$ cat src/hw/rtl/sfce_pkg.sv
`default_nettype none
package sfce_pkg;

   localparam int SfceSlotsDefault = 16;
   localparam int MaxSlots         = 16;
   localparam int HdrLen           = 32;
   localparam int RangeLen         = 12;
   localparam int BlockLen         = 8;
   localparam int RcWidth          = 17;

   localparam logic [7:0] CharP = 8'h50;
   localparam logic [7:0] CharF = 8'h46;
   localparam logic [7:0] CharS = 8'h53;
   localparam logic [7:0] CharE = 8'h45;
   localparam logic [7:0] CharQ = 8'h51;
   localparam logic [3:0] NibbleMask = 4'hF;

   typedef enum logic [1:0] {
      KIND_VALUE       = 2'd0,
      KIND_BAD_MAGIC   = 2'd1,
      KIND_COMPRESSED  = 2'd2,
      KIND_NO_CHANNELS = 2'd3
   } kind_type;

   typedef enum logic [2:0] {
      PH_HEADER = 3'd0,
      PH_BLOCKS = 3'd1,
      PH_RANGES = 3'd2,
      PH_PAD    = 3'd3,
      PH_FRAMES = 3'd4,
      PH_DONE   = 3'd5
   } phase_type;

   // one burst of results handed from the parser to the output buffer
   typedef struct packed {
      logic                        load;
      kind_type                    kind;
      logic [4:0]                  count;
      logic [31:0]                 frame;
      logic [7:0]                  step;
      logic [MaxSlots-1:0][7:0]    vals;
   } burst_type;

endpackage
`default_nettype wire

$ cat src/hw/rtl/sfce_out_buf.sv
`default_nettype none
module sfce_out_buf (
   input  wire logic                clock,
   input  wire logic                reset,
   input  wire sfce_pkg::burst_type burst,
   output logic                     free,
   output logic                     rsp_valid,
   input  wire logic                rsp_stall,
   output logic [1:0]               rsp_kind,
   output logic [3:0]               rsp_slot,
   output logic [7:0]               rsp_channel_value,
   output logic [31:0]              rsp_frame_number,
   output logic [7:0]               rsp_step_ms,
   output logic                     rsp_last
);
   import sfce_pkg::*;

   logic [4:0]  left_ff, left_in;
   logic [3:0]  idx_ff, idx_in;
   kind_type    kind_ff;
   logic [31:0] frame_ff;
   logic [7:0]  step_ff;
   logic [7:0]  vals_ff [MaxSlots];
   logic        xfer;

   assign xfer = rsp_valid && !rsp_stall;
   assign free = (left_ff == 5'd0) || (left_ff == 5'd1 && !rsp_stall);

   always_comb begin
      left_in = left_ff;
      idx_in  = idx_ff;
      if (xfer) begin
         left_in = left_ff - 1'b1;
         idx_in  = idx_ff + 1'b1;
      end
      if (burst.load) begin
         left_in = burst.count;
         idx_in  = '0;
      end
   end

   always_ff @(posedge clock) begin
      if (reset) begin
         left_ff <= '0;
         idx_ff  <= '0;
      end else begin
         left_ff <= left_in;
         idx_ff  <= idx_in;
      end
   end

   always_ff @(posedge clock) begin
      if (burst.load) begin
         kind_ff  <= burst.kind;
         frame_ff <= burst.frame;
         step_ff  <= burst.step;
         for (int s = 0; s < MaxSlots; s++) vals_ff[s] <= burst.vals[s];
      end
   end

   assign rsp_valid         = (left_ff != 5'd0);
   assign rsp_kind          = kind_ff;
   assign rsp_slot          = idx_ff;
   assign rsp_channel_value = vals_ff[idx_ff];
   assign rsp_frame_number  = frame_ff;
   assign rsp_step_ms       = step_ff;
   assign rsp_last          = (left_ff == 5'd1);

endmodule
`default_nettype wire

$ cat config.mk
export PLATFORM = sky130hd
export DESIGN_NAME = sfce_out_buf
export DESIGN_NICKNAME = d
export VERILOG_FILES = /design/src/hw/rtl/sfce_pkg.sv /design/src/hw/rtl/sfce_out_buf.sv
export SDC_FILE = /design/constraint.sdc
export NUM_CORES = 1
export LEC_CHECK = 0
export BUFFER_PORTS_ARGS = -buffer_cell sky130_fd_sc_hd__buf_2
export CAP_MARGIN = 0
export CORE_MARGIN = 2
export CORE_UTILIZATION = 31
export DETAILED_ROUTE_END_ITERATION = 7
export PLACE_DENSITY_LB_ADDON = 0.2
export SYNTH_ARGS = -nofsm -noshare
export SYNTH_HDL_FRONTEND = slang
export SYNTH_SLANG_ARGS = --single-unit
export TNS_END_PERCENT = 20
$ cat constraint.sdc
create_clock -name clock -period 4.05 [get_ports clock]
set_clock_uncertainty 0.2 [all_clocks]
set_input_delay 0.6075 -clock clock [delete_from_list [all_inputs] [get_ports clock]]
set_output_delay 0.6075 -clock clock [all_outputs]
set_load 0.02 [all_outputs]
# Word-level counts from Yosys, hierarchy flattened
# Memory sizes are Yosys's and may differ from the RTL's. A register that Yosys moved wholly into a read port is not among the register bits.
# Cells that the tools add are included.
[op_classes] order_cmp=0 eq_ne=1 n_div=0 n_mul=0 mux=6 n_shift=0 addsub=2 reduce_logical=8 bitwise_logic=0
[op_table] operator="2-to-1 mux 5 bit" n=2
[op_table] operator="2-to-1 mux 4 bit" n=2
[op_table] operator="== test 5 x 1 -> 1 bit (second input constant)" n=1
[op_table] operator="logical NOT 5 bit" n=1
[op_table] operator="nonzero test 5 bit" n=1
[op_table] operator="subtractor 5 x 1 -> 5 bit (second input constant)" n=1
[op_table] operator="adder 4 x 1 -> 4 bit (second input constant)" n=1
[op_table] operator="logical AND 1 bit" n=2
[op_table] operator="2-to-1 mux 1 bit" n=2
[op_table] operator="nonzero test 2 bit" n=1
[op_table] operator="OR reduction 2 bit" n=1
[op_table] operator="logical NOT 1 bit" n=1
[op_table] operator="logical OR 1 bit" n=1
[totals] reg_bits=51 romBits=0 latchBits=0 word_cells=23 n_memories=1 ramBits=128
[mem_list] name="vals_ff" depth=16 width=8 rd=1 rd_ports_with_merged_regs=1 wr=16 line="sfce_out_buf.sv:23" text="logic [7:0] vals_ff [MaxSlots];"

# Depth between registers and ports, before layout
# Gate-level depths: netlist of the first run.
[depth] word_depth=4 mapped_depth=6 depth_no_buf=6

# Least setup slack after synthesis of the first run
# OpenSTA, ideal clock, no wires.
[synth_timing] path_type="register to output" start="reg left_ff[1]" end="out free" arrival_time_ns=1.605 path_stages_with_launch=5 path_buffers=0 required_time_ns=3.242 path_slack_ns=1.638 cell_sequence="dfxtp_1 -> inv_1 -> ha_1 -> nor4b_1 -> a21o_1"
[synth_via] elab_chain_cells=3 word_cells_on_any_way=4 cone_classes="eq/ne (1); reduce/logical (3)"
[synth_rtl] item="start: declaration" line="sfce_out_buf.sv:18" text="logic [4:0] left_ff, left_in;"
[synth_rtl] item="start signal: assignment" line="sfce_out_buf.sv:47" text="left_ff <= left_in;"
[synth_rtl] item="== test 5 x 1 -> 1 bit"
[synth_rtl] item="named net rsp_last" line="sfce_out_buf.sv:14" text="output logic rsp_last"
[synth_rtl] item="logical AND 1 bit" line="sfce_out_buf.sv:27" text="assign free = (left_ff == 5'd0) || (left_ff == 5'd1 && !rsp_stall);"
[synth_rtl] item="logical OR 1 bit" line="sfce_out_buf.sv:27"
[synth_rtl] item="end: declaration" line="sfce_out_buf.sv:6" text="output logic free,"
# The timed path passes the listed nets, and every way through them passes these cells.

==> flow_summary.json, run 1 <==
{
  "status": "finished, final reports clean",
  "cts_resized": 0,
  "hold_violations": 0,
  "ant_nets": 0,
  "async_flop_share": 0,
  "cp-start-kind": "flop",
  "grt_pass1_vias": 4063,
  "cts_setup_buffers": 0,
  "required_ps": 3240,
  "ys_ff_latch": 183,
  "area_delta_synth_final_pct": 31.6,
  "rsz0062_at_grt": "false",
  "synth.top_cells.by_count": "edfxtp_1 (170), mux4_2 (32), a22oi_1 (16)",
  "ys_warn_count": 0,
  "yosysTopAreaCell": "edfxtp_1",
  "grt_max_degree": 70,
  "final_max_slew_viol_count": 0,
  "synth_fp_nets": 490,
  "fin_setup_tns_ps": 0,
  "maxSlewHeadroom": 0.352,
  "wire_per_inst_um": 18.8,
  "cts_htree_levels": 4,
  "clockBufferDepth": 2,
  "port_buffers": 235,
  "vias": 3813,
  "p_int_mw": 3.30,
  "total_power_mw": 4.21,
  "grt.overflow.total": 0,
  "grtUsageTotal": 0.140,
  "root_buffer": "clkbuf_16",
  "pwr-share-seq": 0.540,
  "dpl_cell_area_mm2": 0.00820,
  "drc": 0,
  "drtIter0Drc": 208,
  "crit_type": "reg2out",
  "leakage_nw": 3.36,
  "power_switching_share": 0.217,
  "antennaDiodeCount": 0,
  "pin_count": 236,
  "drive_gt1_frac": 0.542,
  "peakVddDrop_v": 0.000257,
  "period_minus_slack_ps": 3150,
  "cts_hold_buf": 0,
  "power_density_mw_per_mm2": 481,
  "core-area_mm2": 0.0210,
  "clk_latency_ps": 410,
  "grt_first_pass_wirelength_um": 22900,
  "clkSinkCount": 183,
  "syn_avg_cell_area_um2": 21.6,
  "synth_top_cell_area_share": 0.767,
  "dpl.hpwl_um": 11500,
  "cp_max_fo": 23,
  "worst_slew_pin_slew_ps": 970,
  "fp.dieW_um": 150,
  "endpoint_kind": "output pin",
  "ys_seq_area_frac": 0.807,
  "numCtsBuffers": 17,
  "gp_congestion": 0.797,
  "synth_ff_type": "edfxtp_1",
  "max_freq_mhz": 317,
  "wl_um": 15800,
  "die_h_um": 150,
  "cts_tree": "built",
  "cap_violations": 0,
  "setup_viol": 0,
  "antenna_found_initial": 2,
  "syn_area_mm2": 0.00665,
  "synth_cells": 308,
  "num_rows": 53,
  "fin_area_mm2": 0.00875,
  "initial_core_util": 0.316,
  "die-area_mm2": 0.0226,
  "synth_most_common_cell": "edfxtp_1",
  "drt_pass1_iterations": 4,
  "finalCritPeriodShare": 0.779,
  "via_per_inst": 4.54,
  "comb_power_share": 0.084,
  "p_switching_mw": 0.913,
  "clkTransAtPathRegs_ps": 70,
  "synth_cell_type_count": 33,
  "final_util": 0.416,
  "final_nets": 736,
  "synth_edf_count": 170,
  "r2r_slack_ps": 1650,
  "preCtsSetupSlack_ps": 1240,
  "hp-class": "in2reg",
  "arrival_ps": 2350,
  "power_frac_clock": 0.376,
  "synth.area.top_cells": "edfxtp_1 (77%), mux4_2 (11%), dfxtp_1 (3.9%), a22oi_1 (1.8%), a21oi_1 (0.83%)",
  "setup_slack_ps": 897
}
-- worst max-delay path: stages (launching register included) --
cell     delay [ps]
dfxtp_2         570
buf_12          270
mux4_2          520
a22oi_1         270
nand2_1          90
buf_2           190
-- stage by stage --
step / hold slack, ps / cells
global route: 129 / 840
global placement: 302 / 810
detailed placement: 299 / 810
CTS: 139 / 840
finish: 163 / 840
floorplan: 302 / 308
-- cells in the final DEF, fill, tap and decap left out, drive strengths merged --
cell type / n
a21o: 1
a21oi: 11
a221oi: 1
a22oi: 16
a311oi: 2
and2: 1
and3: 1
buf: 240
bufinv: 2
clkbuf: 18
clkinv: 5
clkinvlp: 2
dfxtp: 13
edfxtp: 170
ha: 3
inv: 10
mux4: 32
nand2: 10
nand2b: 1
nand3: 3
nor2: 4
nor2b: 2
nor4b: 2
o21ai: 4
o311ai: 1
o31ai: 2
o32ai: 1
or2: 1
or3: 3
or4: 3
-- power groups by stage --
stage / sequential [mW] / combinational [mW] / clock (mW)
6_report: 2.27 / 0.354 / 1.58
5_1_grt: 2.29 / 0.386 / 1.72
4_1_cts: 2.28 / 0.362 / 1.64
3_5_place_dp: 2.32 / 0.361 / 0
3_3_place_gp: 2.31 / 0.353 / 0
2_1_floorplan: 2.34 / 0.127 / 0
-- layer usage --
metal  GRT usage  vias up  part of all wire
met2       0.222      178              0.49
met3      0.0582       11             0.099
met4      0.0325        4            0.0055
met5           0        -            0.0014
met1       0.178     1852              0.41
li1            -     1768                 -
-- flip-flops by register name, indices dropped and copies added (netlist names), named ones only --
name              count
rsp_step_ms           8
left_ff               5
vals_ff             128
rsp_slot              4
rsp_kind              2
rsp_frame_number     32
-- area by class of cell --
class                      instances  area, um^2
sequential                       183        5370
multi-input combinational        105        1200
timing repair buffer             240        1260
inverter                           7        26.3
clock buffer                      18         429
fill                            1885       12300
clock inverter                    12         129
tap                              275         344
-- kinds of logic after synthesis --
logic type	after synthesis	share of synthesized area
buffers and inverters	20	0.0130
adders and majority gates	3	0.00564
muxes	32	0.108
DFF	183	0.807
and+or+nand+nor	31	0.0261
AOI/OAI and AO/OA	39	0.0403
-- worst paths after layout --
path	from	to	cells past startpoint
worst min register to register	rsp_slot[3]$_SDFFE_PP0P_	rsp_slot[3]$_SDFFE_PP0P_	2
worst min-delay path	burst[46]	vals_ff[5][6]$_DFFE_PP_	1
worst max-delay path	flop	rsp_channel_value[0]	5
worst max register to register	left_ff[0]$_SDFFE_PP0P_	left_ff[1]$_SDFFE_PP0P_	6
Note: power is estimated with default switching activity, not from simulation.
==> inputs of run 2 (changes only) <==
Clock period 4.05 ns to 2.8 ns, I/O delays scaled along.
==> run 2 against run 1 <==
Effect of this change:
- core utilization up 8.5 points
- final cell count up 21%
- clock power up 41%
- wire length up 10%
- register-to-register slack worse by 830 ps
- first-iteration DRC count up 27%
- largest cell class unchanged
==> flow_summary.json, run 2 (synthesis results as in run 1) <==
{
  "holdPathEnd": "left_ff[4]$_SDFFE_PP0P_",
  "worst_slew_pin_slew_ps": 730,
  "num_rows": 53,
  "wire_per_inst_um": 17.1,
  "wl_um": 17400,
  "largest_register_ffs": 128,
  "die-area_mm2": 0.0226,
  "layout_common_cells": "buf_2 (234), dlygate4sd3_1 (170), edfxtp_1 (170), mux4_2 (32), clkbuf_16 (17)",
  "cp_max_fo": 10,
  "setup_viol": 0,
  "peakVddDrop_v": 0.000395,
  "core-area_mm2": 0.0210,
  "drt_pass1_iterations": 4,
  "pin_count": 236,
  "root_buffer": "clkbuf_16",
  "vias": 4546,
  "endpoint_kind": "output pin",
  "cap_violations": 0,
  "via_per_inst": 4.46,
  "r2r_slack_ps": 820,
  "max_freq_mhz": 368,
  "final_max_slew_viol_count": 0,
  "clkTransAtPathRegs_ps": 70,
  "grt_pass1_vias": 4887,
  "cts_htree_levels": 4,
  "required_ps": 2180,
  "clockBufferDepth": 2,
  "grt_first_pass_wirelength_um": 25800,
  "hp-class": "in2reg",
  "grt_max_degree": 76,
  "crit_type": "reg2out",
  "grt.overflow.total": 0,
  "fp.dieW_um": 150,
  "drtIter0Drc": 264,
  "dpl.hpwl_um": 11100,
  "r2r_cells": 6,
  "antennaDiodeCount": 0,
  "ant_nets": 0,
  "power_density_mw_per_mm2": 591,
  "total_power_mw": 6.23,
  "port_buffers": 235,
  "final_common_cell": "buf_2",
  "r2r-start": "left_ff[0]$_SDFFE_PP0P_",
  "hold_violations": 0,
  "initial_core_util": 0.316,
  "drive_gt1_frac": 0.427,
  "gp_congestion": 0.816,
  "whs_ps": 51.8,
  "clk_latency_ps": 410,
  "status": "finished, final reports clean",
  "antenna_found_initial": 0,
  "period_minus_slack_ps": 2720,
  "hp-start": "burst[172]",
  "die_h_um": 150,
  "cp-start-kind": "flop",
  "cts_tree": "built",
  "regMostFlops": "vals_ff",
  "final_nets": 915,
  "hold_depth": 3,
  "finalCritPeriodShare": 0.971,
  "arrival_ps": 2100,
  "numCtsBuffers": 17,
  "rsz0062_at_grt": "true",
  "drc": 0,
  "clkSinkCount": 183,
  "leakage_nw": 4.11,
  "maxSlewHeadroom": 0.514,
  "area_delta_synth_final_pct": 58.5,
  "grtUsageTotal": 0.154
}
[run 2: power by group]
part | total (mW) | internal (mW) | switching (mW) | leakage, nW
Combinational | 0.731 | 0.413 | 0.318 | 2.09
Clock | 2.22 | 1.22 | 1.00 | 0.253
Sequential | 3.28 | 3.22 | 0.0600 | 1.77
Total | 6.23 | 4.85 | 1.38 | 4.11
[run 2: stage by stage]
step,instances,TNS [ps],area [um^2],setup WS [ps],util
floorplan,308,0,6650,575,-
global placement,816,0,8240,377,0.392
detailed placement,816,0,8240,358,0.392
CTS,1020,0,10500,56.4,0.501
global route,1020,-51.8,10500,-31.6,0.502
finish,1020,0,10500,82.5,0.502
[run 2: repair_timing]
item	in CTS	in global routing
hold buffers	170	0
setup endpoints to repair	5	4
resized for setup	2	2
buffers inserted	2	0
endpoints found under the hold margin	170	0
gates cloned	1	0
[run 2: area by class of cell]
class / instances / area (um^2)
clock buffers: 19 / 433
flip-flops and latches: 183 / 5370
multi-input cells: 105 / 1210
repair buffers: 419 / 3050
fillers: 1753 / 10500
clock inverters: 12 / 105
well taps: 275 / 344
inverters: 7 / 26.3
[run 2: metal layers]
layer	up-vias	share of wire	wire, um	global-route usage
met5	-	0	0	0
met3	7	0.085	1480	0.0561
met4	0	0.0049	85	0.0340
met1	2226	0.41	7120	0.188
met2	184	0.50	8740	0.263
li1	2129	-	-	-
[run 2: worst max-delay path by stage]
stage | slack [ps] | to | start
after detailed placement | 360 | rsp_channel_value[0] | flop
after global placement | 380 | rsp_channel_value[0] | flop
after CTS | 60 | rsp_channel_value[7] | flop
after global routing | -30 | rsp_channel_value[1] | flop
final | 80 | rsp_channel_value[7] | flop
after floorplan | 580 | free | left_ff[1]$_SDFFE_PP0P_
[run 2: worst max-delay path, stage by stage, from the launching register on]
cell and delay [ps]:
dfxtp_4 400, bufbuf_16 310, mux4_2 510, a22oi_1 220
nand2_1 80, buf_2 170
